`src/hdl/csvf_pkg.sv`:
```
// ----------------------------------------------------------------------------
// csvf_pkg
// Shared types and constants of the cell / sphere overlap counter.
// ----------------------------------------------------------------------------
package csvf_pkg;

   localparam int MaxSubdivisions = 16;
   localparam int MaxDimensions   = 3;
   localparam int CoordBits       = 32;

   // Doubled coordinate differences, including the farthest sample point of an
   // arbitrary sub-cell step, need a few guard bits.
   localparam int DiffBits = 38;
   localparam int SqBits   = 2 * DiffBits;
   localparam int SumBits  = SqBits + 2;

   localparam logic [30:0] Sqrt2Q30 = 31'd1518500250;
   localparam logic [30:0] Sqrt3Q30 = 31'd1859775394;

   // Register indexes.
   localparam logic [2:0] RegCentreX   = 3'd0;
   localparam logic [2:0] RegCentreY   = 3'd1;
   localparam logic [2:0] RegCentreZ   = 3'd2;
   localparam logic [2:0] RegRadius    = 3'd3;
   localparam logic [2:0] RegCellSize  = 3'd4;
   localparam logic [2:0] RegSubStep   = 3'd5;
   localparam logic [2:0] RegSubdivs   = 3'd6;
   localparam logic [2:0] RegDims      = 3'd7;

   // Overlap classes.
   localparam logic [1:0] ClassOutside = 2'd0;
   localparam logic [1:0] ClassInside  = 2'd1;
   localparam logic [1:0] ClassSampled = 2'd2;

   typedef struct packed {
      logic signed [31:0] cell_x;
      logic signed [31:0] cell_y;
      logic signed [31:0] cell_z;
   } req_type;

   typedef struct packed {
      logic [12:0] inside_count;
      logic [12:0] sample_total;
      logic [1:0]  overlap_class;
   } rsp_type;

   typedef struct packed {
      logic signed [31:0] centre_x;
      logic signed [31:0] centre_y;
      logic signed [31:0] centre_z;
      logic [30:0]        radius;
      logic [30:0]        cell_size;
      logic [30:0]        sub_step;
      logic [4:0]         subdivisions;
      logic [1:0]         dimensions;
   } cfg_type;

   // Work handed from the classifier to the sampler.
   typedef struct packed {
      logic [1:0]                  nd;
      logic [4:0]                  n;
      logic [12:0]                 total;
      logic [1:0]                  cls;
      logic signed [DiffBits-1:0]  base_x;
      logic signed [DiffBits-1:0]  base_y;
      logic signed [DiffBits-1:0]  base_z;
   } job_type;

endpackage

```
`src/hdl/csvf_queue.sv`:
```
// ----------------------------------------------------------------------------
// csvf_queue
// Two-entry queue that carries classified jobs from the front to the back.
// ----------------------------------------------------------------------------
module csvf_queue (
   input  logic                 clock,
   input  logic                 reset,
   input  logic                 in_valid,
   output logic                 in_ready,
   input  csvf_pkg::job_type    in_data,
   output logic                 out_valid,
   input  logic                 out_ready,
   output csvf_pkg::job_type    out_data
);

   csvf_pkg::job_type mem_ff [2];
   logic              wp_ff, rp_ff;
   logic [1:0]        cnt_ff;
   logic              wr, rd;

   assign in_ready  = (cnt_ff != 2'd2);
   assign out_valid = (cnt_ff != 2'd0);
   assign out_data  = mem_ff[rp_ff];
   assign wr = in_valid && in_ready;
   assign rd = out_valid && out_ready;

   // Pointer and occupancy update on every transfer.
   always_ff @(posedge clock) begin
      if (reset) begin
         wp_ff  <= 1'b0;
         rp_ff  <= 1'b0;
         cnt_ff <= 2'd0;
      end else begin
         if (wr) wp_ff <= ~wp_ff;
         if (rd) rp_ff <= ~rp_ff;
         cnt_ff <= cnt_ff + {1'b0, wr} - {1'b0, rd};
      end
      if (wr) mem_ff[wp_ff] <= in_data;
   end

endmodule

```
`config.mk`:
```
export PLATFORM = sky130hd
export DESIGN_NAME = csvf_queue
export DESIGN_NICKNAME = d
export VERILOG_FILES = /design/src/hdl/csvf_pkg.sv /design/src/hdl/csvf_queue.sv
export SDC_FILE = /design/constraint.sdc
export NUM_CORES = 1
export LEC_CHECK = 0
export BUFFER_PORTS_ARGS = -buffer_cell sky130_fd_sc_hd__buf_2
export CORE_MARGIN = 3
export CORE_UTILIZATION = 52
export CTS_CLUSTER_SIZE = 14
export DETAILED_ROUTE_END_ITERATION = 8
export GPL_ROUTABILITY_DRIVEN = 0
export GPL_TIMING_DRIVEN = 0
export MAX_ROUTING_LAYER = met4
export PLACE_DENSITY = 0.76
export SYNTH_ARGS = -nofsm -noshare
export SYNTH_HDL_FRONTEND = slang
export SYNTH_SLANG_ARGS = --single-unit
```
`constraint.sdc`:
```
create_clock -name clock -period 8.57 [get_ports clock]
set_input_delay 0.857 -clock clock [delete_from_list [all_inputs] [get_ports clock]]
set_output_delay 0.857 -clock clock [all_outputs]
set_load 0.1 [all_outputs]
```
==> results of run 1 <==
[flip-flops by register name, indices dropped and copies added (netlist names), named ones only]
signal and flops:
wp_ff 1, cnt_ff 2, rp_ff 1, mem_ff 272
[critical path, delay by kind of cell, from the launching register on]
| kind | cells | cell delay [ns] |
|---|---|---|
| multiplexers | 1 | 0.32 |
| buffers and inverters | 4 | 0.83 |
| flip-flops | 1 | 0.32 |
[logic make-up after synthesis]
kind of cell	Yosys count
DFF	277
and+or+nand+nor	11
adders and majority gates	2
buffers and inverters	16
muxes	137
AOI/OAI and AO/OA	1
xor gates and xnor gates	3
[layout by cell type, fill, tap and decap left out, drive strengths merged]
| cell | n |
|---|---|
| diode | 4 |
| edfxtp | 272 |
| nor2b | 2 |
| xnor2 | 2 |
| clkinvlp | 1 |
| nor2 | 5 |
| mux2 | 137 |
| clkinv | 4 |
| nand2b | 1 |
| dfxtp | 5 |
| bufinv | 3 |
| ha | 2 |
| or2 | 1 |
| o21a | 1 |
| xor2 | 1 |
| nand2 | 1 |
| buf | 298 |
| inv | 1 |
| clkbuf | 39 |
| and3 | 1 |
[routing by layer]
| layer | routed length [um] | GRT usage (%) | share of wire [%] | vias up |
|---|---|---|---|---|
| met2 | 9860 | 30.8 | 50 | 234 |
| met5 | 0 | - | 0 | - |
| met1 | 7570 | 21.6 | 39 | 2562 |
| li1 | - | - | - | 2400 |
| met3 | 1620 | 5.64 | 8.3 | 39 |
| met4 | 507 | 4.99 | 2.6 | 0 |
[worst paths after layout]
check	start	slack, ns	cells after the start	end
hold / removal	in_data[25]	0.52	1	mem_ff[0][25]
setup reg to reg	cnt_ff[0]	6.64	3	mem_ff[1][97]
hold reg to reg	rp_ff	0.54	2	flip-flop
setup / recovery	flip-flop	5.70	5	out_data[98]
[through the flow]
stage	cells	hold WS (ns)
floorplan	447	0.481
global placement	984	0.494
detailed placement	990	0.528
CTS	1037	0.497
global route	1040	0.502
finish	1041	0.524
[final cells by class]
class | count | area (sq um) | share of cell area [%]
inverters | 1 | 3.75 | 0.0290
flip-flops and latches | 277 | 8270 | 64.0
clock inverters | 8 | 114 | 0.881
well taps | 260 | 325 | 2.52
multi-input cells | 154 | 1820 | 14.1
diodes | 4 | 10.0 | 0.0774
repair buffers | 283 | 1510 | 11.7
clock buffers | 39 | 763 | 5.90
plain buffers | 15 | 113 | 0.871
==> summary.md, run 1 <==
| Metric | Value |
|---|---|
| CP Capture Type | output pin |
| Filler cells | 1,234 |
| CTS Buf Count | 28 |
| Asr flop ratio synth | 0% |
| Pre-Repair DR Iteration Count | 4 |
| Crit path largest cell delay | 0.32 ns |
| Post-Synthesis Cells | 447 |
| # IOs | 278 |
| Setup TNS | 0 ns |
| Relative slew slack | 56.0% |
| Max Freq | 349 MHz |
| Setup violations, final | 0 |
| Critical Path RT | 7.71 ns |
| Post_cts resized | 0 |
| Complex-gate fraction of the synthesized area | 0.0737% |
| DR iter-0 viols | 233 |
| Mux cell area share after synthesis | 16.6% |
| Clock Latency Late Sink | 0.52 ns |
| Status | complete, no violations |
| Main synth FF type | edfxtp_1 |
| DP Area | 0.0120 sq mm |
| Antenna-violating nets left | 0 |
| Die H | 146 um |
| Initial core utilization | 53.8% |
| Share of cells above drive strength 1 | 60.7% |
| Core ar. | 0.0190 sq mm |
| Top-count cell post-synth | edfxtp_1 |
| Largest net degree at the start of global routing | 60 |
| Hold_buf cts | 0 |
| RSZ-0062 raised after global routing | no |
| Min-delay worst type | in -> reg |
| Post-synthesis sequential area ratio | 81.1% |
| Syn Area/Cell | 22.8 sq um |
| Post-Synth Adder-Cell Area | 0.246% |
| Clock sink count | 277 |
| Total vias in the final route | 5,235 |
| Clk slew on worst S/H paths | 0.06 ns |
| Worst setup SP type | flip-flop |
| Dpl ws | 6.23 ns |
| Arrival @ worst endpoint | 2.01 ns |
| H-tree levels | 1 |
| Slew @ Worst Pin | 0.661 ns |
| Clock Tree Buf Depth | 3 |
| Num rows | 50 |
| Fin area | 0.0129 sq mm |
| Post-layout util | 68.2% |
| Max Slew Vio Count | 0 |
| Die area | 0.0213 sq mm |
| Die W | 146 um |
| Overall routing resource usage | 18.3% |
| Max_cap viols | 0 |
| Port Buf Inserts | 277 |
| Post-CTS Setup Bufs | 0 |
| DP Wirelength | 13.6 mm |
| Crit-path cells | buf_6 > buf_6 > buf_6 > mux2_4 > buf_2 |
| Synth top cells by count | edfxtp_1 (272), mux2_2 (97), mux2_4 (40) |
| Final net count | 902 |
| Yosys warns | 0 |
| Via/cell ratio | 5.03 |
| Most common cell on crit path | buf_6 |
| Root buf cell | clkbuf_16 |
| Critical path class | reg -> out |
| Post-Synth Simple-Gate Area | 0.528% |
| Main combinational cell family by area after synthesis | multiplexers |
| Slowest-stage cell, CP | dfxtp_1 |
| Residual DRC | 0 |
| Crit path setup slack, layout | 5.70 ns |
| Synthesized flop and latch total | 277 |
| Synthesized area | 0.0102 sq mm |
| Xor-xnor portion of the synthesized cell area | 0.258% |
| Area share of the largest cell type after synthesis | 80.2% |
| Area growth from synthesis to layout | 26.9% |
| CP max FO | 10 |
| Number of global-route vias before repair | 5,770 |
| Syn nets | 589 |
| Post-DR wirelength/cell | 18.8 um |
| Area leader, netlist | edfxtp_1 |
| Number of flops mapped to enable cells by yosys | 272 |
| Fin crit share | 33.4% |
| GR Overflow Total | 0 |
| First-pass GRT wire length | 30.3 mm |
| CTS tree | yes |
| Endpoints failing hold | 0 |
| Post-Route Skew | 0.0179 ns |
| Antenna violations before repair | 3 |
| Cell variety after synth | 17 |
| Synth area leaders | edfxtp_1 (80%), mux2_2 (11%), mux2_4 (5.9%) |
| Minimum clock period | 2.87 ns |
| Routed wire length | 19.6 mm |
Power of run 1 is left out: the tool's default activity adds up to more than one toggle a clock period on the data nets, which glitch-free logic cannot reach.
==> run 2, diff against run 1 <==
--- a/config.mk
+++ b/config.mk
@@ -5,15 +5,16 @@
 export SDC_FILE = /design/constraint.sdc
 export NUM_CORES = 1
 export LEC_CHECK = 0
+export ABC_AREA = 1
 export BUFFER_PORTS_ARGS = -buffer_cell sky130_fd_sc_hd__buf_2
 export CORE_MARGIN = 3
-export CORE_UTILIZATION = 52
+export CORE_UTILIZATION = 47
 export CTS_CLUSTER_SIZE = 14
 export DETAILED_ROUTE_END_ITERATION = 8
 export GPL_ROUTABILITY_DRIVEN = 0
 export GPL_TIMING_DRIVEN = 0
 export MAX_ROUTING_LAYER = met4
-export PLACE_DENSITY = 0.76
+export PLACE_DENSITY = 0.73
 export SYNTH_ARGS = -nofsm -noshare
 export SYNTH_HDL_FRONTEND = slang
 export SYNTH_SLANG_ARGS = --single-unit
==> constraint.sdc (replaced) <==
create_clock -name clock -period 2.55 [get_ports clock]
set_input_delay 0.255 -clock clock [delete_from_list [all_inputs] [get_ports clock]]
set_output_delay 0.255 -clock clock [all_outputs]
set_load 0.1 [all_outputs]
==> run 2 against run 1 <==
Against the previous run: first-iteration DRC count increased by 20%; flip-flop and latch count is the same; hold slack got worse by 0.42 ns; via count increased by 13%; wire length is 14% higher; sequential share of layout area is 6.6 points lower; clock skew down 0.010 ns; count of clock-buffer cells in the layout shrank 3; critical path type unchanged; largest cell class unchanged.
==> summary.md, run 2 <==
| Metric | Value |
|---|---|
| Share of cells above drive strength 1 | 51.9% (-8.8 points) |
| Antenna Cells | 0 (-4) |
| Largest net degree at the start of global routing | 45 (-25%) |
| Most flop-heavy register | mem_ff |
| Die H | 153 um (+5.1%) |
| Met1 Track Usage GR | 22.4% (+0.77 points) |
| DP Wirelength | 14.1 mm (+3.7%) |
| Area growth from synthesis to layout | 41.3% |
| Routed wire length | 22.3 mm (+14%) |
| Antenna-violating nets left | 0 (unchanged) |
| Dpl ws | 0.595 ns (-5.63 ns) |
| Syn nets | 602 (+2.2%) |
| RSZ-0062 raised after global routing | no |
| Commonest non-fill, non-tap cell in the layout | buf_2 |
| CTS tree | yes |
| DR iter-0 viols | 279 (+20%) |
| Critical path class | reg -> out |
| Post-DR wirelength/cell | 18.5 um (-1.7%) |
| Die W | 153 um (+5.1%) |
| GR Overflow Total | 0 (unchanged) |
| Crit path setup slack, layout | 0.267 ns (-5.44 ns) |
| CP max FO | 10 (unchanged) |
| Most frequent cells in the layout | buf_2 (286), edfxtp_1 (272), dlygate4sd3_1 (137) |
| H-tree levels | 1 (unchanged) |
| M3 GR Usage | 3.85% (-1.8 points) |
| Hold_ws | 0.101 ns (-0.424 ns) |
| DP Area | 0.0121 sq mm (+0.64%) |
| CP Capture Type | output pin |
| Clock Tree Buf Depth | 3 (unchanged) |
| Clock sink count | 277 (unchanged) |
| Post-CTS Setup Bufs | 0 (unchanged) |
| Die area | 0.0235 sq mm (+10%) |
| Non-Filler Instances | 1,207 (+16%) |
| Max_cap viols | 0 (unchanged) |
| Most common cell on crit path | buf_6 |
| Arrival @ worst endpoint | 2.03 ns (+0.02 ns) |
| Post-synthesis sequential area ratio | 81.0% (-0.13 points) |
| WP buf/inv | 4 (unchanged) |
| Via/cell ratio | 4.89 (-2.7%) |
| Status | complete, no violations |
| Pwr Total | 17.8 mW |
| Num rows | 53 (+6.0%) |
| Core ar. | 0.0212 sq mm (+12%) |
| Worst setup SP type | flip-flop |
| Fin area | 0.0144 sq mm (+12%) |
| Area leader, netlist | edfxtp_1 |
| Syn Area/Cell | 22.2 sq um (-2.7%) |
| Max reg flops | 272 (unchanged) |
| Synth area leaders | edfxtp_1 (80%), mux2_2 (11%), mux2_4 (5.9%) |
| Yosys warns | 0 (unchanged) |
| Endpoints failing hold | 0 (unchanged) |
| Slowest-stage cell, CP | dfxtp_1 |
| Main synth FF type | edfxtp_1 |
| Final net count | 1,053 (+17%) |
| Post-layout util | 68.2% (about the same) |
| Residual DRC | 0 (unchanged) |
| Worst ir drop on vdd | 1030 uV |
| Initial core utilization | 48.2% (-5.5 points) |
| Max Slew Vio Count | 0 (unchanged) |
| Setup violations, final | 0 (unchanged) |
| PD cells | 1240 mW/mm^2 |
| Area share of the largest cell type after synthesis | 80.0% (-0.13 points) |
| Total vias in the final route | 5,906 (+13%) |
| Port Buf Inserts | 277 (unchanged) |
| Clk slew on worst S/H paths | 0.06 ns (about the same) |
| Minimum clock period | 2.28 ns |
| # IOs | 278 (unchanged) |
| Biggest regs | mem_ff (272), cnt_ff (2) |
| GR met2 Demand/Resource | 33.3% (+2.6 points) |
| First-pass GRT wire length | 34.7 mm (+14%) |
| Top-count cell post-synth | edfxtp_1 |
| Filler cells | 1,373 (+11%) |
| Post-Route Skew | 0.00750 ns (-0.0104 ns) |
| Post-Synthesis Cells | 460 (+2.9%) |
| Busiest grt layer | met2 |
| Pre-Repair DR Iteration Count | 5 (+1) |
| Cell variety after synth | 12 (-5) |
| CTS Buf Count | 28 (unchanged) |
| Clock Latency Late Sink | 0.52 ns (about the same) |
| Synthesized flop and latch total | 277 (unchanged) |
| Antenna violations before repair | 0 (-3) |
| Relative slew slack | 63.7% (+7.8 points) |
| Number of global-route vias before repair | 6,531 (+13%) |
| Number of flops mapped to enable cells by yosys | 272 (unchanged) |
| Max Freq | 438 MHz |
| Synthesized area | 0.0102 sq mm (+0.16%) |
| Min-delay worst type | in -> reg |
| Fin crit share | 89.5% |
| CP delay by family, top | buffers and inverters |
| Crit path largest cell delay | 0.32 ns (about the same) |
| Critical Path RT | 2.30 ns (-5.41 ns) |
| Crit-path cells | buf_6 > buf_6 > buf_6 > mux2_4 > buf_2 |
| Synth top cells by count | edfxtp_1 (272), mux2_2 (96), mux2_4 (40) |
| Leak Pwr | 5.58 nW |
| Overall routing resource usage | 19.0% (+0.66 points) |
| Slew @ Worst Pin | 0.543 ns (-0.118 ns) |
| # placed instances | 1,019 (+2.9%) |
| Root buf cell | clkbuf_16 |
| Asr flop ratio synth | 0% (unchanged) |
| Setup TNS | 0 ns (unchanged) |
[run 2: changes by cell type after synthesis, sizes merged, moves of 2 or more]
cell | previous run | this run
xnor2 | 2 | 0
nand2 | 1 | 8
a21oi | 0 | 2
nand3 | 0 | 3
nor2b | 2 | 0
inv | 1 | 8
nor2 | 5 | 9
[run 2: cell families (layout without fill, tap and decap cells)]
kind of cell / Yosys count / in the layout / share of synthesized area [%]
AOI/OAI and AO/OA: 2 / 2 / 0.0981
adders and majority gates: 2 / 2 / 0.245
buffers and inverters: 23 / 495 / 1.40
DFF: 277 / 277 / 81.0
muxes: 136 / 136 / 16.5
and+or+nand+nor: 20 / 20 / 0.772
[run 2: cell type report]
type / count / area (sq um) / area share, %
Clock buffer: 36 / 752 / 5.21
Buffer: 15 / 113 / 0.781
Tap cell: 275 / 344 / 2.39
Timing Repair Buffer: 421 / 2900 / 20.1
Multi-Input combinational cell: 160 / 1830 / 12.7
Inverter: 8 / 33.8 / 0.234
Sequential cell: 277 / 8270 / 57.3
Clock inverter: 15 / 180 / 1.25
[run 2: worst min-delay path: cells and delay by family]
kind / cells / cell delay (ns)
and+or+nand+nor: 3 / 0.22
buffers and inverters: 1 / 0.10
[run 2: power by group]
| part | total (mW) | switching (mW) | internal [mW] |
|---|---|---|---|
| clock network | 4.10 | 1.62 | 2.48 |
| logic | 7.80 | 6.19 | 1.61 |
| registers | 5.92 | 0.166 | 5.76 |
[run 2: per-layer routing]
layer	part of all wire (%)	routed length, um
met5	0	0
met3	6.8	1510
met4	2.4	535
met1	39	8670
met2	52	11600
[run 2: final timing paths]
check | startpoint | end | slack [ns] | cells past startpoint
worst max register to register | cnt_ff[0] | mem_ff[1][128] | 0.62 | 6
worst min register to register | rp_ff | rp_ff | 0.56 | 2
worst min-delay path | out_ready | flip-flop | 0.10 | 4
worst max-delay path | flip-flop | out_data[131] | 0.27 | 5
[run 2: timing repair]
action                                 CTS  global route
resized for setup                        0             0
endpoints found under the hold margin  275             0
hold buffers                           137             0
(Power assumes the default switching activity.)
